===== src/design/hhfp_pkg.sv =====
// ----------------------------------------------------------------------------
// hhfp_pkg
// Shared types, codes and constants of the header field parser.
// ----------------------------------------------------------------------------
package hhfp_pkg;

  localparam int NAME_LIMIT  = 64;
  localparam int VALUE_LIMIT = 256;
  localparam int FIELD_LIMIT = 32;

  localparam logic [8:0] NAME_POS_MAX  = 9'(NAME_LIMIT - 1);
  localparam logic [8:0] VALUE_POS_MAX = 9'(VALUE_LIMIT - 1);
  localparam logic [5:0] FIELD_MAX     = 6'(FIELD_LIMIT);

  localparam logic [15:0] TOTAL_LIMIT_RST = 16'd4096;
  localparam logic [7:0]  BLANK_LIMIT_RST = 8'd254;
  localparam logic [15:0] TOTAL_SAT       = 16'hFFFF;

  localparam logic [7:0] CH_DASH  = 8'h2D;
  localparam logic [7:0] CH_DOT   = 8'h2E;
  localparam logic [7:0] CH_COLON = 8'h3A;
  localparam logic [7:0] CH_CR    = 8'h0D;
  localparam logic [7:0] CH_LF    = 8'h0A;
  localparam logic [7:0] CH_TAB   = 8'h09;
  localparam logic [7:0] CH_SPACE = 8'h20;

  typedef enum logic [0:0] {
    CFG_TOTAL_LIMIT = 1'b0,
    CFG_BLANK_LIMIT = 1'b1
  } cfg_idx_t;

  typedef enum logic [2:0] {
    EV_CONSUMED = 3'd0,
    EV_NAME     = 3'd1,
    EV_VALUE    = 3'd2,
    EV_FIELD    = 3'd3,
    EV_BLOCK    = 3'd4,
    EV_ERROR    = 3'd5,
    EV_IGNORED  = 3'd6
  } event_t;

  typedef enum logic [6:0] {
    PH_NAME     = 7'b0000001,
    PH_NAME_CR  = 7'b0000010,
    PH_SEP      = 7'b0000100,
    PH_BLANK    = 7'b0001000,
    PH_VALUE    = 7'b0010000,
    PH_VALUE_CR = 7'b0100000,
    PH_END      = 7'b1000000
  } phase_t;

  typedef enum logic [2:0] {
    CC_NAME  = 3'd0,
    CC_COLON = 3'd1,
    CC_LF    = 3'd2,
    CC_CR    = 3'd3,
    CC_BLANK = 3'd4,
    CC_OTHER = 3'd5
  } char_class_t;

  typedef struct packed {
    char_class_t cls;
    logic [7:0]  data_byte;
    logic        start_of_block;
  } item_t;

  typedef struct packed {
    logic [15:0] total_length_limit;
    logic [7:0]  blank_skip_limit;
  } cfg_t;

  function automatic char_class_t classify(input logic [7:0] c);
    char_class_t r;
    r = CC_OTHER;
    if ((c >= 8'h41 && c <= 8'h5A) || (c >= 8'h61 && c <= 8'h7A) ||
        c == CH_DASH || c == CH_DOT) begin
      r = CC_NAME;
    end else if (c == CH_COLON) begin
      r = CC_COLON;
    end else if (c == CH_LF) begin
      r = CC_LF;
    end else if (c == CH_CR) begin
      r = CC_CR;
    end else if (c == CH_SPACE || c == CH_TAB) begin
      r = CC_BLANK;
    end
    return r;
  endfunction

endpackage


===== src/design/hhfp_stream_if.sv =====
// ----------------------------------------------------------------------------
// hhfp_stream_if
// Valid/ready channels for header bytes in and parse events out.
// ----------------------------------------------------------------------------
interface hhfp_in_if;
  logic       valid;
  logic       ready;
  logic [7:0] data_byte;
  logic       start_of_block;

  modport source (output valid, output data_byte, output start_of_block, input ready);
  modport sink   (input valid, input data_byte, input start_of_block, output ready);
endinterface

interface hhfp_out_if;
  logic       valid;
  logic       ready;
  logic [2:0] event_kind;
  logic [7:0] char_out;
  logic [4:0] field_index;
  logic [7:0] char_position;

  modport source (output valid, output event_kind, output char_out, output field_index,
                  output char_position, input ready);
  modport sink   (input valid, input event_kind, input char_out, input field_index,
                  input char_position, output ready);
endinterface


===== src/design/http_header_field_parser_core.sv =====
// ----------------------------------------------------------------------------
// http_header_field_parser_core
// Byte-at-a-time HTTP header field parser reporting one event per byte.
// ----------------------------------------------------------------------------
// The block takes one header byte per cycle while the output is not stalled
// and returns exactly one event per request, in order. Each accepted byte is
// queued, and its event is then registered at the output when it is free;
// the phase state machine in the back end handles one queued byte per cycle.
// A two-entry queue separates byte classification from parsing, so input is
// still taken for a while when the output is stalled. The user must write
// limits on the cfg_ port while no request is in flight; it is not enforced.
module http_header_field_parser_core (
  input  logic        clk,
  input  logic        rst_n,
  hhfp_in_if.sink     in_ch,
  hhfp_out_if.source  out_ch,
  input  logic        cfg_wr_en,
  input  logic [0:0]  cfg_index,
  input  logic [15:0] cfg_wdata
);

  hhfp_pkg::cfg_t  cfg_r;
  logic            q_full;
  logic            push;
  hhfp_pkg::item_t push_item;
  logic            q_valid;
  hhfp_pkg::item_t q_item;
  logic            pop;

  always_ff @(posedge clk) begin
    if (!rst_n) begin
      cfg_r.total_length_limit <= hhfp_pkg::TOTAL_LIMIT_RST;
      cfg_r.blank_skip_limit   <= hhfp_pkg::BLANK_LIMIT_RST;
    end else if (cfg_wr_en) begin
      unique case (hhfp_pkg::cfg_idx_t'(cfg_index))
        hhfp_pkg::CFG_TOTAL_LIMIT: cfg_r.total_length_limit <= cfg_wdata;
        hhfp_pkg::CFG_BLANK_LIMIT: cfg_r.blank_skip_limit   <= cfg_wdata[7:0];
        default: ;
      endcase
    end
  end

  hhfp_front u_front (
    .in_ch     (in_ch),
    .q_full    (q_full),
    .push      (push),
    .push_item (push_item)
  );

  hhfp_queue u_queue (
    .clk       (clk),
    .rst_n     (rst_n),
    .push      (push),
    .push_item (push_item),
    .full      (q_full),
    .pop_valid (q_valid),
    .pop_item  (q_item),
    .pop       (pop)
  );

  hhfp_back u_back (
    .clk     (clk),
    .rst_n   (rst_n),
    .cfg     (cfg_r),
    .q_valid (q_valid),
    .q_item  (q_item),
    .pop     (pop),
    .out_ch  (out_ch)
  );

endmodule


===== src/design/hhfp_front.sv =====
// ----------------------------------------------------------------------------
// hhfp_front
// Accepts header bytes and classifies each one for the back end.
// ----------------------------------------------------------------------------
module hhfp_front (
  hhfp_in_if.sink         in_ch,
  input  logic            q_full,
  output logic            push,
  output hhfp_pkg::item_t push_item
);

  assign in_ch.ready = !q_full;
  assign push        = in_ch.valid && !q_full;

  always_comb begin
    push_item.cls            = hhfp_pkg::classify(in_ch.data_byte);
    push_item.data_byte      = in_ch.data_byte;
    push_item.start_of_block = in_ch.start_of_block;
  end

endmodule


===== src/design/hhfp_queue.sv =====
// ----------------------------------------------------------------------------
// hhfp_queue
// Two-entry queue of classified bytes between front and back end.
// ----------------------------------------------------------------------------
module hhfp_queue (
  input  logic            clk,
  input  logic            rst_n,
  input  logic            push,
  input  hhfp_pkg::item_t push_item,
  output logic            full,
  output logic            pop_valid,
  output hhfp_pkg::item_t pop_item,
  input  logic            pop
);

  hhfp_pkg::item_t entry_r [2];
  logic            wr_ptr_r, wr_ptr_nxt;
  logic            rd_ptr_r, rd_ptr_nxt;
  logic [1:0]      count_r, count_nxt;

  assign full      = (count_r == 2'd2);
  assign pop_valid = (count_r != 2'd0);
  assign pop_item  = entry_r[rd_ptr_r];

  always_comb begin
    wr_ptr_nxt = push ? ~wr_ptr_r : wr_ptr_r;
    rd_ptr_nxt = pop ? ~rd_ptr_r : rd_ptr_r;
    count_nxt  = count_r + {1'b0, push} - {1'b0, pop};
  end

  always_ff @(posedge clk) begin
    if (!rst_n) begin
      wr_ptr_r <= 1'b0;
      rd_ptr_r <= 1'b0;
      count_r  <= 2'd0;
    end else begin
      wr_ptr_r <= wr_ptr_nxt;
      rd_ptr_r <= rd_ptr_nxt;
      count_r  <= count_nxt;
    end
  end

  always_ff @(posedge clk) begin
    if (push) begin
      entry_r[wr_ptr_r] <= push_item;
    end
  end

endmodule


===== src/design/hhfp_back.sv =====
// ----------------------------------------------------------------------------
// hhfp_back
// Phase state machine, counters and registered event output.
// ----------------------------------------------------------------------------
module hhfp_back (
  input  logic            clk,
  input  logic            rst_n,
  input  hhfp_pkg::cfg_t  cfg,
  input  logic            q_valid,
  input  hhfp_pkg::item_t q_item,
  output logic            pop,
  hhfp_out_if.source      out_ch
);

  hhfp_pkg::phase_t phase_r, phase_nxt;
  logic [8:0]       pos_r, pos_nxt;
  logic [7:0]       blank_r, blank_nxt;
  logic [5:0]       field_r, field_nxt;
  logic [15:0]      total_r, total_nxt;

  logic             out_valid_r;
  hhfp_pkg::event_t ev_r, ev_nxt;
  logic [7:0]       char_r, char_nxt;
  logic [4:0]       idx_r, idx_nxt;
  logic [7:0]       cpos_r, cpos_nxt;

  assign pop = q_valid && (!out_valid_r || out_ch.ready);

  assign out_ch.valid         = out_valid_r;
  assign out_ch.event_kind    = ev_r;
  assign out_ch.char_out      = char_r;
  assign out_ch.field_index   = idx_r;
  assign out_ch.char_position = cpos_r;

  always_comb begin
    hhfp_pkg::phase_t ph;
    logic [8:0]       pos;
    logic [7:0]       blank;
    logic [5:0]       field;
    logic [15:0]      total;
    logic [5:0]       field_inc;
    logic [15:0]      total_inc;
    logic             over_total;
    logic             end_field_err;

    ph    = q_item.start_of_block ? hhfp_pkg::PH_NAME : phase_r;
    pos   = q_item.start_of_block ? 9'd0  : pos_r;
    blank = q_item.start_of_block ? 8'd0  : blank_r;
    field = q_item.start_of_block ? 6'd0  : field_r;
    total = q_item.start_of_block ? 16'd0 : total_r;

    field_inc     = field + 6'd1;
    total_inc     = (total < hhfp_pkg::TOTAL_SAT) ? total + 16'd1 : total;
    over_total    = (total >= cfg.total_length_limit);
    end_field_err = over_total || (field_inc >= hhfp_pkg::FIELD_MAX);

    phase_nxt = ph;
    pos_nxt   = pos;
    blank_nxt = blank;
    field_nxt = field;
    total_nxt = total;
    ev_nxt    = hhfp_pkg::EV_CONSUMED;
    char_nxt  = 8'd0;
    idx_nxt   = field[4:0];
    cpos_nxt  = 8'd0;

    unique case (ph)
      hhfp_pkg::PH_NAME: begin
        case (q_item.cls)
          hhfp_pkg::CC_NAME: begin
            if (pos >= hhfp_pkg::NAME_POS_MAX) begin
              phase_nxt = hhfp_pkg::PH_END;
              ev_nxt    = hhfp_pkg::EV_ERROR;
            end else begin
              ev_nxt    = hhfp_pkg::EV_NAME;
              char_nxt  = q_item.data_byte;
              cpos_nxt  = pos[7:0];
              pos_nxt   = pos + 9'd1;
              total_nxt = total_inc;
            end
          end
          hhfp_pkg::CC_COLON: phase_nxt = hhfp_pkg::PH_SEP;
          hhfp_pkg::CC_LF: begin
            phase_nxt = hhfp_pkg::PH_END;
            ev_nxt    = over_total ? hhfp_pkg::EV_ERROR : hhfp_pkg::EV_BLOCK;
          end
          hhfp_pkg::CC_CR: phase_nxt = hhfp_pkg::PH_NAME_CR;
          default: begin
            phase_nxt = hhfp_pkg::PH_END;
            ev_nxt    = hhfp_pkg::EV_ERROR;
          end
        endcase
      end
      hhfp_pkg::PH_NAME_CR: begin
        phase_nxt = hhfp_pkg::PH_END;
        if (q_item.cls == hhfp_pkg::CC_LF) begin
          ev_nxt = over_total ? hhfp_pkg::EV_ERROR : hhfp_pkg::EV_BLOCK;
        end else begin
          ev_nxt = hhfp_pkg::EV_ERROR;
        end
      end
      hhfp_pkg::PH_SEP: begin
        if (q_item.cls == hhfp_pkg::CC_BLANK) begin
          phase_nxt = hhfp_pkg::PH_BLANK;
          blank_nxt = 8'd0;
        end else begin
          phase_nxt = hhfp_pkg::PH_END;
          ev_nxt    = hhfp_pkg::EV_ERROR;
        end
      end
      hhfp_pkg::PH_BLANK: begin
        if (blank >= cfg.blank_skip_limit) begin
          phase_nxt = hhfp_pkg::PH_END;
          ev_nxt    = hhfp_pkg::EV_ERROR;
        end else begin
          case (q_item.cls)
            hhfp_pkg::CC_BLANK: blank_nxt = blank + 8'd1;
            hhfp_pkg::CC_LF: begin
              field_nxt = field_inc;
              pos_nxt   = 9'd0;
              blank_nxt = 8'd0;
              phase_nxt = end_field_err ? hhfp_pkg::PH_END : hhfp_pkg::PH_NAME;
              ev_nxt    = end_field_err ? hhfp_pkg::EV_ERROR : hhfp_pkg::EV_FIELD;
            end
            hhfp_pkg::CC_CR: phase_nxt = hhfp_pkg::PH_VALUE_CR;
            default: begin
              ev_nxt    = hhfp_pkg::EV_VALUE;
              char_nxt  = q_item.data_byte;
              pos_nxt   = 9'd1;
              phase_nxt = hhfp_pkg::PH_VALUE;
            end
          endcase
        end
      end
      hhfp_pkg::PH_VALUE: begin
        if (q_item.cls == hhfp_pkg::CC_LF) begin
          field_nxt = field_inc;
          pos_nxt   = 9'd0;
          blank_nxt = 8'd0;
          phase_nxt = end_field_err ? hhfp_pkg::PH_END : hhfp_pkg::PH_NAME;
          ev_nxt    = end_field_err ? hhfp_pkg::EV_ERROR : hhfp_pkg::EV_FIELD;
        end else if (q_item.cls == hhfp_pkg::CC_CR) begin
          phase_nxt = hhfp_pkg::PH_VALUE_CR;
        end else if (pos >= hhfp_pkg::VALUE_POS_MAX) begin
          phase_nxt = hhfp_pkg::PH_END;
          ev_nxt    = hhfp_pkg::EV_ERROR;
        end else begin
          ev_nxt    = hhfp_pkg::EV_VALUE;
          char_nxt  = q_item.data_byte;
          cpos_nxt  = pos[7:0];
          pos_nxt   = pos + 9'd1;
          total_nxt = total_inc;
        end
      end
      hhfp_pkg::PH_VALUE_CR: begin
        if (q_item.cls == hhfp_pkg::CC_LF) begin
          field_nxt = field_inc;
          pos_nxt   = 9'd0;
          blank_nxt = 8'd0;
          phase_nxt = end_field_err ? hhfp_pkg::PH_END : hhfp_pkg::PH_NAME;
          ev_nxt    = end_field_err ? hhfp_pkg::EV_ERROR : hhfp_pkg::EV_FIELD;
        end else begin
          phase_nxt = hhfp_pkg::PH_END;
          ev_nxt    = hhfp_pkg::EV_ERROR;
        end
      end
      default: begin
        phase_nxt = hhfp_pkg::PH_END;
        ev_nxt    = hhfp_pkg::EV_IGNORED;
      end
    endcase
  end

  always_ff @(posedge clk) begin
    if (!rst_n) begin
      phase_r     <= hhfp_pkg::PH_NAME;
      pos_r       <= 9'd0;
      blank_r     <= 8'd0;
      field_r     <= 6'd0;
      total_r     <= 16'd0;
      out_valid_r <= 1'b0;
    end else begin
      if (pop) begin
        phase_r <= phase_nxt;
        pos_r   <= pos_nxt;
        blank_r <= blank_nxt;
        field_r <= field_nxt;
        total_r <= total_nxt;
      end
      if (pop) begin
        out_valid_r <= 1'b1;
      end else if (out_ch.ready) begin
        out_valid_r <= 1'b0;
      end
    end
  end

  always_ff @(posedge clk) begin
    if (pop) begin
      ev_r   <= ev_nxt;
      char_r <= char_nxt;
      idx_r  <= idx_nxt;
      cpos_r <= cpos_nxt;
    end
  end

endmodule


===== src/flat_wrapper.sv =====
// flat-port wrapper written by rule: the top's interface ports become plain ports
module http_header_field_parser_core_flat 
  (clk, rst_n, cfg_wr_en, cfg_index, cfg_wdata, in_ch_valid, in_ch_data_byte, in_ch_start_of_block, in_ch_ready, out_ch_valid, out_ch_event_kind, out_ch_char_out, out_ch_field_index, out_ch_char_position, out_ch_ready);
  hhfp_in_if in_ch_i ();
  hhfp_out_if out_ch_i ();
  input  logic clk;
  input  logic rst_n;
  input  logic cfg_wr_en;
  input  logic [0:0] cfg_index;
  input  logic [15:0] cfg_wdata;
  input wire logic [$bits(in_ch_i.valid)-1:0] in_ch_valid;
  input wire logic [$bits(in_ch_i.data_byte)-1:0] in_ch_data_byte;
  input wire logic [$bits(in_ch_i.start_of_block)-1:0] in_ch_start_of_block;
  output wire logic [$bits(in_ch_i.ready)-1:0] in_ch_ready;
  output wire logic [$bits(out_ch_i.valid)-1:0] out_ch_valid;
  output wire logic [$bits(out_ch_i.event_kind)-1:0] out_ch_event_kind;
  output wire logic [$bits(out_ch_i.char_out)-1:0] out_ch_char_out;
  output wire logic [$bits(out_ch_i.field_index)-1:0] out_ch_field_index;
  output wire logic [$bits(out_ch_i.char_position)-1:0] out_ch_char_position;
  input wire logic [$bits(out_ch_i.ready)-1:0] out_ch_ready;
  assign in_ch_i.valid = in_ch_valid;
  assign in_ch_i.data_byte = in_ch_data_byte;
  assign in_ch_i.start_of_block = in_ch_start_of_block;
  assign in_ch_ready = in_ch_i.ready;
  assign out_ch_valid = out_ch_i.valid;
  assign out_ch_event_kind = out_ch_i.event_kind;
  assign out_ch_char_out = out_ch_i.char_out;
  assign out_ch_field_index = out_ch_i.field_index;
  assign out_ch_char_position = out_ch_i.char_position;
  assign out_ch_i.ready = out_ch_ready;
  http_header_field_parser_core u_core (.clk(clk), .rst_n(rst_n), .in_ch(in_ch_i), .out_ch(out_ch_i), .cfg_wr_en(cfg_wr_en), .cfg_index(cfg_index), .cfg_wdata(cfg_wdata));
endmodule

===== config.mk =====
export PLATFORM = sky130hd
export DESIGN_NAME = http_header_field_parser_core_flat
export DESIGN_NICKNAME = d
export VERILOG_FILES = /design/src/design/hhfp_pkg.sv /design/src/design/hhfp_stream_if.sv /design/src/design/http_header_field_parser_core.sv /design/src/design/hhfp_front.sv /design/src/design/hhfp_queue.sv /design/src/design/hhfp_back.sv /design/src/flat_wrapper.sv
export SDC_FILE = /design/constraint.sdc
export NUM_CORES = 1
export LEC_CHECK = 0
export ABC_AREA = 1
export BUFFER_PORTS_ARGS = -buffer_cell sky130_fd_sc_hd__buf_4
export CAP_MARGIN = 10
export CORE_MARGIN = 3
export CORE_UTILIZATION = 40
export DETAILED_ROUTE_END_ITERATION = 12
export PLACE_DENSITY = 0.62
export SLEW_MARGIN = 20
export SYNTH_ARGS = -nofsm -noshare
export SYNTH_HDL_FRONTEND = slang
export SYNTH_SLANG_ARGS = --single-unit

===== constraint.sdc =====
create_clock -name clk -period 4.7 [get_ports clk]
set_input_delay 0.235 -clock clk [delete_from_list [all_inputs] [get_ports clk]]
set_output_delay 0.235 -clock clk [all_outputs]
set_load 0.02 [all_outputs]

==> impl_results.html, run 1 <==
<table>
<tr><th>Metric</th><th>Value</th></tr>
<tr><th colspan="2">Logic synthesis</th></tr>
<tr><td>Synth Area in Compound Gates</td><td>17.6%</td></tr>
<tr><td>Post-synthesis cell count</td><td>994</td></tr>
<tr><td>Post-synthesis simple-gate area fraction</td><td>28.2%</td></tr>
<tr><td>Share of the yosys chip area belonging to registers</td><td>38.9%</td></tr>
<tr><td>Synth unique cells</td><td>53</td></tr>
<tr><td>Portion of netlist area occupied by mux cells</td><td>0%</td></tr>
<tr><td>Post-synthesis register bit count</td><td>124</td></tr>
<tr><td>Synth Net Count</td><td>1057</td></tr>
<tr><td>Synthesized-area fraction occupied by xor and xnor cells</td><td>0.345%</td></tr>
<tr><td>Dominant combinational cell family by area after synthesis</td><td>simple AND/OR/NAND/NOR gates</td></tr>
<tr><td>Avg Synthesized Cell Area</td><td>7.66 sq um</td></tr>
<tr><td>Warning count from the yosys run</td><td>0</td></tr>
<tr><td>Synth Area in Adders</td><td>5.26%</td></tr>
<tr><td>Area of the mapped netlist</td><td>7610 sq um</td></tr>
<tr><th colspan="2">Job</th></tr>
<tr><td>Maxcap violations</td><td>0</td></tr>
<tr><th colspan="2">Finish</th></tr>
<tr><td>Share of final-layout standard cells stronger than drive strength 1</td><td>18.0%</td></tr>
<tr><td>Syn-to-layout area delta</td><td>15.7%</td></tr>
<tr><td>Highest-count cells in the layout ignoring fill and taps</td><td>162 x sky130_fd_sc_hd__nand2_1, 135 x sky130_fd_sc_hd__inv_1, 93 x sky130_fd_sc_hd__nor2_1, 85 x sky130_fd_sc_hd__a21oi_1, 76 x sky130_fd_sc_hd__dfxtp_1</td></tr>
<tr><td># diodes</td><td>0</td></tr>
<tr><td>Most common cell after layout, fill and taps aside</td><td>sky130_fd_sc_hd__nand2_1</td></tr>
<tr><td>Filler-free cell count of the finished design</td><td>1286</td></tr>
<tr><td>Number of nets in the final layout</td><td>1107</td></tr>
<tr><th colspan="2">Routing</th></tr>
<tr><td>First DRT Iteration DRCs</td><td>659</td></tr>
<tr><td>Post-detailed-route wirelength per cell</td><td>15.1 um</td></tr>
<tr><td>DR DRC count</td><td>0</td></tr>
<tr><td>Routed vias</td><td>6767</td></tr>
<tr><td>Final antenna-violating net count</td><td>0</td></tr>
<tr><td>Number of optimization iterations in the first detailed-route pass</td><td>5</td></tr>
<tr><td>Total wire length</td><td>19400 um</td></tr>
<tr><td>Average vias per placed instance</td><td>5.26</td></tr>
<tr><th colspan="2">GRT</th></tr>
<tr><td>Met2 routing resource usage after global routing</td><td>30.9%</td></tr>
<tr><td>Antenna violations before repair</td><td>0</td></tr>
<tr><td>Vias in the first global route</td><td>6302</td></tr>
<tr><td>Routing usage on met3</td><td>4.39%</td></tr>
<tr><td>Global-route wire length before repair</td><td>31800 um</td></tr>
<tr><td>Met1 track demand over resource in global routing</td><td>25.8%</td></tr>
<tr><td>Overall track demand over capacity in global routing</td><td>19.3%</td></tr>
<tr><td>Pin count of the biggest net entering global routing</td><td>65</td></tr>
<tr><td>Global routing's busiest layer</td><td>met2</td></tr>
<tr><td>Aggregate global routing overflow</td><td>0</td></tr>
<tr><th colspan="2">Critical path</th></tr>
<tr><td>Kind of critical path</td><td>flop to flop</td></tr>
<tr><td>Worst r2r dst</td><td>u_core.u_back.out_ch.char_out[0]</td></tr>
<tr><td>Crit-path cells</td><td>inv_4 &gt; nand2_8 &gt; nand2_8 &gt; nor2_1 &gt; ha_1 &gt; inv_1 &gt; nor3_2 &gt; nand2_1 &gt; nor3_1 &gt; ha_1 &gt; or2_0 &gt; clkinv_1 &gt; nand2_2 &gt; inv_2 &gt; nand2_4 &gt; nand2_4 &gt; inv_2 &gt; o21ai_4 &gt; o211ai_1 &gt; inv_1</td></tr>
<tr><td>Peak fanout along the critical path</td><td>37</td></tr>
<tr><td>Largest stage delay on the critical path</td><td>590 ps</td></tr>
<tr><td>Worst reg2reg path depth</td><td>20</td></tr>
<tr><td>Kind of start point of the critical path</td><td>flop</td></tr>
<tr><td>FF-to-FF setup slack</td><td>740 ps</td></tr>
<tr><td>Data arrival time at the worst-slack endpoint</td><td>4140 ps</td></tr>
<tr><td>Required @ worst endpoint</td><td>4880 ps</td></tr>
<tr><td>Critical-path cell with the highest stage delay</td><td>sky130_fd_sc_hd__dfxtp_1</td></tr>
<tr><td>Capturing element type of the critical path</td><td>flop</td></tr>
<tr><th colspan="2">STA</th></tr>
<tr><td>Total count of max-transition violations in the final report</td><td>0</td></tr>
<tr><td>Slew at the pin closest to its max-slew limit</td><td>944 ps</td></tr>
<tr><td>Count of endpoints failing hold in the final timing report</td><td>0</td></tr>
<tr><td>Total of endpoints with negative setup slack in the final report</td><td>0</td></tr>
<tr><td>Final critical-path share of the clock period</td><td>84.2%</td></tr>
<tr><td>Worst slew margin</td><td>36.8%</td></tr>
<tr><td>Maximum clock frequency</td><td>253 MHz</td></tr>
<tr><td>Min Tclk post-route</td><td>3960 ps</td></tr>
<tr><td>Total negative setup slack</td><td>0 ps</td></tr>
<tr><td>Clock tree skew after final layout</td><td>8.72 ps</td></tr>
<tr><td>Setup repair after global routing missed its margin</td><td>no</td></tr>
<tr><th colspan="2">Die</th></tr>
<tr><td>Core Footprint</td><td>18300 sq um</td></tr>
<tr><td>Horizontal die dimension</td><td>144 um</td></tr>
<tr><td>Die boundary height</td><td>144 um</td></tr>
<tr><td>I/O pins</td><td>57</td></tr>
<tr><td>Floorplan die area</td><td>20700 sq um</td></tr>
<tr><td>Number of placement rows</td><td>49</td></tr>
<tr><td>Starting utilization of the core area</td><td>41.5%</td></tr>
<tr><th colspan="2">Pwr</th></tr>
<tr><td>Sequential share of power</td><td>33.0%</td></tr>
<tr><td>Portion of total power attributed to the clock network</td><td>28.4%</td></tr>
<tr><td>Comb power frac</td><td>38.6%</td></tr>
<tr><td>Power density over the cells</td><td>529 nW/um^2</td></tr>
<tr><td>Overall power of the completed layout</td><td>4.66 mW</td></tr>
<tr><td>Switching share of power</td><td>41.5%</td></tr>
<tr><td>Cell Int Power</td><td>2.72 mW</td></tr>
<tr><td>Leakage power total</td><td>3.69 nW</td></tr>
<tr><td>Net switching power</td><td>1.93 mW</td></tr>
<tr><td>Maximum ir drop on the vdd rail</td><td>430 uV</td></tr>
<tr><th colspan="2">Placement</th></tr>
<tr><td>PortBufs</td><td>56</td></tr>
<tr><td>Final HPWL DP</td><td>14100 um</td></tr>
<tr><td>Cell count after placement</td><td>1252</td></tr>
<tr><td>RePlAce Congestion</td><td>0.942</td></tr>
<tr><th colspan="2">Clock tree</th></tr>
<tr><td>Inserted Clock Buffers</td><td>17</td></tr>
<tr><td>Maximum clock insertion buffer count</td><td>2</td></tr>
<tr><td>Insertion delay of the later-clocked pin in the worst-skew pair</td><td>430 ps</td></tr>
<tr><td>Clk sink count</td><td>124</td></tr>
<tr><td>Reg clk slew, reported paths</td><td>60 ps</td></tr>
<tr><td>Cells resized by post-CTS repair</td><td>0</td></tr>
<tr><td>H-tree depth</td><td>4</td></tr>
<tr><td>CTS Root Buffer Type</td><td>sky130_fd_sc_hd__clkbuf_16</td></tr>
<tr><td>Buffer count from post-CTS setup fixing</td><td>0</td></tr>
<tr><td>Clock tree from TritonCTS</td><td>yes</td></tr>
<tr><th colspan="2">Hold path</th></tr>
<tr><td>Cells on Worst Hold Path</td><td>1</td></tr>
<tr><td>Type of the most critical hold path</td><td>input pin to flop</td></tr>
<tr><td>HP Start</td><td>in_ch_data_byte[5]</td></tr>
<tr><td>Sink of the worst hold path</td><td>u_core.u_queue.entry_r[0][6]</td></tr>
<tr><th colspan="2">Run status</th></tr>
<tr><td>Outcome</td><td>finished, final reports clean</td></tr>
</table>
layer usage:
metal,wire (um),vias to the layer above,share of wire [%]
met4,464,0,2.4
li1,-,3458,-
met2,8840,193,46
met1,8910,3082,46
met5,0,-,0
met3,1140,34,5.9
metrics by stage:
stage | hold slack [ps] | instance area, sq um | setup slack [ps] | util [%]
after floorplan | 334 | 7610 | 1320 | -
final | 14.1 | 8810 | 741 | 48.1
after detailed placement | 437 | 8190 | 703 | 44.7
after global routing | 3.59 | 8810 | 325 | 48.1
after global placement | 435 | 8190 | 872 | 44.7
after CTS | 0.393 | 8810 | 706 | 48.1
registers in the layout, summed over array words and instances (netlist names), named ones only:
| register | cells |
|---|---|
| u_core.cfg_r | 24 |
| u_core.u_back.blank_r | 8 |
| u_core.u_back.field_r | 6 |
| u_core.u_back.out_ch.char_out | 8 |
| u_core.u_back.out_ch.char_position | 8 |
| u_core.u_back.out_ch.event_kind | 3 |
| u_core.u_back.out_ch.field_index | 5 |
| u_core.u_back.out_ch.valid | 1 |
| u_core.u_back.phase_r | 7 |
| u_core.u_back.pos_r | 9 |
| u_core.u_back.total_r | 16 |
| u_core.u_queue.count_r | 2 |
| u_core.u_queue.entry_r | 24 |
| u_core.u_queue.rd_ptr_r | 1 |
| u_core.u_queue.wr_ptr_r | 1 |
power groups by stage:
stage	logic, mW	registers [mW]	clock network, mW
2_1_floorplan	1.19	1.65	0
3_3_place_gp	1.79	1.55	0
3_5_place_dp	1.80	1.56	0
4_1_cts	1.80	1.54	1.35
5_1_grt	2.01	1.56	1.40
6_report	1.80	1.53	1.32
area by class of cell:
class,instances,area [sq um]
Timing Repair Buffer,61,463
Fill cell,1822,9520
Tap cell,229,287
Clock buffer,17,425
Multi-Input combinational cell,688,3930
Inverter,152,573
Sequential cell,124,2960
Clock inverter,15,173
synthesized netlist by cell type (all sizes together):
cell type / count / area, sq um
nand2: 186 / 821
inv: 151 / 569
nor2: 117 / 532
a21oi: 86 / 430
o21ai: 81 / 443
dfxtp: 76 / 1520
nand3: 53 / 318
edfxtp: 48 / 1440
ha: 32 / 400
nor3: 30 / 208
o211ai: 23 / 173
clkbuf: 19 / 71.3
nand4: 19 / 134
or2: 12 / 75.1
buf: 11 / 91.3
a31oi: 9 / 56.3
a211oi: 7 / 52.6
nand3b: 7 / 52.6
a22oi: 4 / 30.0
a32o: 3 / 30.0
xor2: 3 / 26.3
a221oi: 2 / 23.8
o21bai: 2 / 15.0
o22ai: 2 / 12.5
o31ai: 2 / 15.0
a311oi: 1 / 8.76
a32oi: 1 / 8.76
a41oi: 1 / 8.76
clkinv: 1 / 3.75
nor4: 1 / 6.26
o2111ai: 1 / 8.76
o21a: 1 / 7.51
o311ai: 1 / 8.76
o32ai: 1 / 8.76
worst max path at each step:
stage	start	to	slack, ps	cells past startpoint
after floorplan	flop	u_core.u_back.out_ch.char_out[0]	1320	23
after detailed placement	flop	u_core.u_back.out_ch.char_out[0]	700	20
after global routing	flop	u_core.u_back.out_ch.char_out[3]	330	20
final	flop	u_core.u_back.out_ch.char_out[0]	740	20
after global placement	flop	u_core.u_back.out_ch.char_out[3]	870	20
after CTS	flop	u_core.u_back.out_ch.char_out[0]	710	20
worst max-delay path, delay by kind of cell (launching register included):
| family | cells | cell delay, ps |
|---|---|---|
| compound gates | 2 | 260 |
| fa+ha+maj | 2 | 470 |
| buf+inv | 6 | 720 |
| flops | 1 | 590 |
| simple gates | 10 | 1660 |
logic make-up after synthesis:
group | Yosys count
buf+inv | 182
xor+xnor | 3
simple gates | 425
compound gates | 228
fa+ha+maj | 32
flops | 124
what timing repair did:
item                       CTS  global route
hold buffers                 2             0
hold endpoints to repair     4             0
setup endpoints to repair    0             0
(Power assumes the default switching activity.)
==> run 2, diff against run 1 <==
Clock period 4.7 ns to 3.69 ns, I/O delays scaled along.
==> run 2 against run 1 <==
Critical path depth did not move. Clock-buffer cell count rose by 1. Non-clock buffer count rose by 19. Clock skew rose by 3.1 ps. Critical path type unchanged. Largest cell class unchanged. Global-route usage fell by 0.096 points. Highest routed layer unchanged. Via count rose by 1.0%.
==> impl_results.html, run 2 (synthesis results as in run 1) <==
<table>
<tr><th>Metric</th><th>Value</th></tr>
<tr><th colspan="2">STA</th></tr>
<tr><td>Min Tclk post-route</td><td>3410 ps</td></tr>
<tr><td>Clock tree skew after final layout</td><td>11.8 ps</td></tr>
<tr><td>Setup repair after global routing missed its margin</td><td>no</td></tr>
<tr><td>Total of endpoints with negative setup slack in the final report</td><td>0</td></tr>
<tr><td>Count of endpoints failing hold in the final timing report</td><td>0</td></tr>
<tr><td>Total count of max-transition violations in the final report</td><td>0</td></tr>
<tr><td>Total negative setup slack</td><td>0 ps</td></tr>
<tr><td>Worst slew margin</td><td>33.6%</td></tr>
<tr><td>Final critical-path share of the clock period</td><td>92.4%</td></tr>
<tr><td>Slew at the pin closest to its max-slew limit</td><td>993 ps</td></tr>
<tr><td>Maximum clock frequency</td><td>293 MHz</td></tr>
<tr><th colspan="2">Finish</th></tr>
<tr><td>Syn-to-layout area delta</td><td>17.7%</td></tr>
<tr><td>FILL cells</td><td>1753</td></tr>
<tr><td># diodes</td><td>0</td></tr>
<tr><td>Biggest regs</td><td>u_core.cfg_r x24, u_core.u_queue.entry_r x24, u_core.u_back.total_r x16</td></tr>
<tr><td>Number of nets in the final layout</td><td>1126</td></tr>
<tr><td>Share of final-layout standard cells stronger than drive strength 1</td><td>17.9%</td></tr>
<tr><td>Most common cell after layout, fill and taps aside</td><td>sky130_fd_sc_hd__nand2_1</td></tr>
<tr><td>Filler-free cell count of the finished design</td><td>1305</td></tr>
<tr><td>Highest-count cells in the layout ignoring fill and taps</td><td>162 x sky130_fd_sc_hd__nand2_1, 135 x sky130_fd_sc_hd__inv_1, 93 x sky130_fd_sc_hd__nor2_1, 85 x sky130_fd_sc_hd__a21oi_1, 76 x sky130_fd_sc_hd__dfxtp_1</td></tr>
<tr><th colspan="2">Critical path</th></tr>
<tr><td>Required @ worst endpoint</td><td>3870 ps</td></tr>
<tr><td>Capturing element type of the critical path</td><td>flop</td></tr>
<tr><td>Critical-path cell with the highest stage delay</td><td>sky130_fd_sc_hd__dfxtp_1</td></tr>
<tr><td>Worst path top cell family by delay</td><td>simple AND/OR/NAND/NOR gates</td></tr>
<tr><td>Kind of start point of the critical path</td><td>flop</td></tr>
<tr><td>Data arrival time at the worst-slack endpoint</td><td>3590 ps</td></tr>
<tr><td>Total buffers and inverters traversed by the critical path</td><td>6</td></tr>
<tr><td>Crit-path cells</td><td>inv_4 &gt; nand2_8 &gt; nand2_8 &gt; nor2_1 &gt; ha_1 &gt; inv_1 &gt; nor3_2 &gt; nand2_1 &gt; nor3_1 &gt; ha_1 &gt; or2_0 &gt; clkinv_1 &gt; nand2_2 &gt; inv_2 &gt; nand2_4 &gt; nand2_4 &gt; inv_6 &gt; o21ai_4 &gt; o211ai_1 &gt; inv_1</td></tr>
<tr><td>Kind of critical path</td><td>flop to flop</td></tr>
<tr><td>Largest stage delay on the critical path</td><td>430 ps</td></tr>
<tr><td>Peak fanout along the critical path</td><td>19</td></tr>
<tr><th colspan="2">Die</th></tr>
<tr><td>Die boundary height</td><td>144 um</td></tr>
<tr><td>Core Footprint</td><td>18300 sq um</td></tr>
<tr><td>Number of placement rows</td><td>49</td></tr>
<tr><td>I/O pins</td><td>57</td></tr>
<tr><td>Floorplan die area</td><td>20700 sq um</td></tr>
<tr><td>Horizontal die dimension</td><td>144 um</td></tr>
<tr><td>Starting utilization of the core area</td><td>41.5%</td></tr>
<tr><th colspan="2">Clock tree</th></tr>
<tr><td>Clock tree from TritonCTS</td><td>yes</td></tr>
<tr><td>Inserted Clock Buffers</td><td>17</td></tr>
<tr><td>CTS Root Buffer Type</td><td>sky130_fd_sc_hd__clkbuf_16</td></tr>
<tr><td>H-tree depth</td><td>4</td></tr>
<tr><td>Clk sink count</td><td>124</td></tr>
<tr><td>Maximum clock insertion buffer count</td><td>2</td></tr>
<tr><td>Reg clk slew, reported paths</td><td>60 ps</td></tr>
<tr><td>Insertion delay of the later-clocked pin in the worst-skew pair</td><td>430 ps</td></tr>
<tr><td>Buffer count from post-CTS setup fixing</td><td>0</td></tr>
<tr><th colspan="2">Placement</th></tr>
<tr><td>Final HPWL DP</td><td>13600 um</td></tr>
<tr><td>PortBufs</td><td>56</td></tr>
<tr><td>RePlAce Congestion</td><td>0.961</td></tr>
<tr><td>Cell count after placement</td><td>1257</td></tr>
<tr><th colspan="2">Routing</th></tr>
<tr><td>Average vias per placed instance</td><td>5.24</td></tr>
<tr><td>First DRT Iteration DRCs</td><td>507</td></tr>
<tr><td>Wire length on met1</td><td>8920 um</td></tr>
<tr><td>DR DRC count</td><td>0</td></tr>
<tr><td>Length of routed met3 wiring</td><td>953 um</td></tr>
<tr><td>Uppermost layer routed</td><td>met4</td></tr>
<tr><td>Number of optimization iterations in the first detailed-route pass</td><td>5</td></tr>
<tr><td>Detailed-routed wire length on met2</td><td>9030 um</td></tr>
<tr><td>Total wire length</td><td>19400 um</td></tr>
<tr><td>Final antenna-violating net count</td><td>0</td></tr>
<tr><td>Routed vias</td><td>6838</td></tr>
<tr><td>Post-detailed-route wirelength per cell</td><td>14.9 um</td></tr>
<tr><th colspan="2">GRT</th></tr>
<tr><td>Vias in the first global route</td><td>6335</td></tr>
<tr><td>Antenna violations before repair</td><td>0</td></tr>
<tr><td>Pin count of the biggest net entering global routing</td><td>65</td></tr>
<tr><td>Overall track demand over capacity in global routing</td><td>19.2%</td></tr>
<tr><td>Aggregate global routing overflow</td><td>0</td></tr>
<tr><td>Global-route wire length before repair</td><td>31700 um</td></tr>
<tr><th colspan="2">Job</th></tr>
<tr><td>Maxcap violations</td><td>0</td></tr>
<tr><th colspan="2">Hold path</th></tr>
<tr><td>Type of the most critical hold path</td><td>input pin to flop</td></tr>
<tr><td>HP Start</td><td>cfg_wdata[1]</td></tr>
<tr><th colspan="2">Pwr</th></tr>
<tr><td>Portion of total power attributed to the clock network</td><td>27.2%</td></tr>
<tr><td>Net switching power</td><td>2.43 mW</td></tr>
<tr><td>Comb power frac</td><td>39.9%</td></tr>
<tr><td>Power density over the cells</td><td>659 nW/um^2</td></tr>
<tr><td>Cell Int Power</td><td>3.48 mW</td></tr>
<tr><td>Maximum ir drop on the vdd rail</td><td>372 uV</td></tr>
<tr><td>Switching share of power</td><td>41.1%</td></tr>
<tr><td>Leakage power total</td><td>3.76 nW</td></tr>
<tr><td>Sequential share of power</td><td>32.8%</td></tr>
<tr><th colspan="2">Run status</th></tr>
<tr><td>Outcome</td><td>finished, final reports clean</td></tr>
</table>
## run 2: cell count changes in the layout (fill, tap and decap cells not counted), moves of 4 or more
cell and delta:
sky130_fd_sc_hd__inv_8 -5, sky130_fd_sc_hd__dlygate4sd3_1 +14, sky130_fd_sc_hd__buf_4 +5, sky130_fd_sc_hd__inv_6 +4
## run 2: area by class of cell
type | count | area (sq um) | share of cell area (%)
Multi-Input combinational cell | 688 | 3930 | 43.8
Tap cell | 229 | 287 | 3.20
Clock buffer | 18 | 429 | 4.79
Timing Repair Buffer | 80 | 641 | 7.15
Clock inverter | 14 | 134 | 1.49
Sequential cell | 124 | 2960 | 33.1
Inverter | 152 | 578 | 6.45
## run 2: repair_timing
item                                    in CTS  in global routing
hold endpoints to repair                    25                  0
resized for setup                            0                  3
endpoints found under the setup margin       0                  8
hold buffers                                16                  0
## run 2: final timing paths
| path | end | slack [ps] | cells past startpoint |
|---|---|---|---|
| worst max-delay path | u_core.u_back.out_ch.char_out[5] | 280 | 20 |
| worst min-delay path | u_core.cfg_r[1] | 20 | 3 |
| worst max register to register | u_core.u_back.out_ch.char_out[5] | 280 | 20 |
| worst min register to register | u_core.u_queue.rd_ptr_r | 450 | 1 |
## run 2: routing by layer
| metal | GRT usage [%] | vias up |
|---|---|---|
| met5 | 0 | - |
| met4 | 8.77 | 0 |
| li1 | - | 3496 |
| met1 | 25.8 | 3116 |
| met2 | 30.3 | 194 |
| met3 | 3.16 | 32 |
## run 2: worst min-delay path, stage by stage
cell and delay [ps]:
sky130_fd_sc_hd__buf_4 80, sky130_fd_sc_hd__nand2_1 70, sky130_fd_sc_hd__o211ai_1 70
## run 2: per-stage QoR
stage	utilization, %	hold slack, ps	area, sq um	setup slack, ps	total power, mW
finish	48.9	24.1	8960	282	5.90
global route	48.9	34.6	8960	8.57	6.27
CTS	48.8	2.60	8950	139	5.92
detailed placement	44.9	388	8230	204	4.29
global placement	44.9	391	8230	348	4.28
floorplan	-	283	7610	311	3.62
## run 2: power groups by stage
stage	sequential, mW	clock (mW)	combinational (mW)
5_1_grt	1.97	1.69	2.61
4_1_cts	1.94	1.63	2.35
6_report	1.94	1.61	2.36
2_1_floorplan	2.10	0	1.52
3_3_place_gp	1.96	0	2.32
3_5_place_dp	1.97	0	2.32
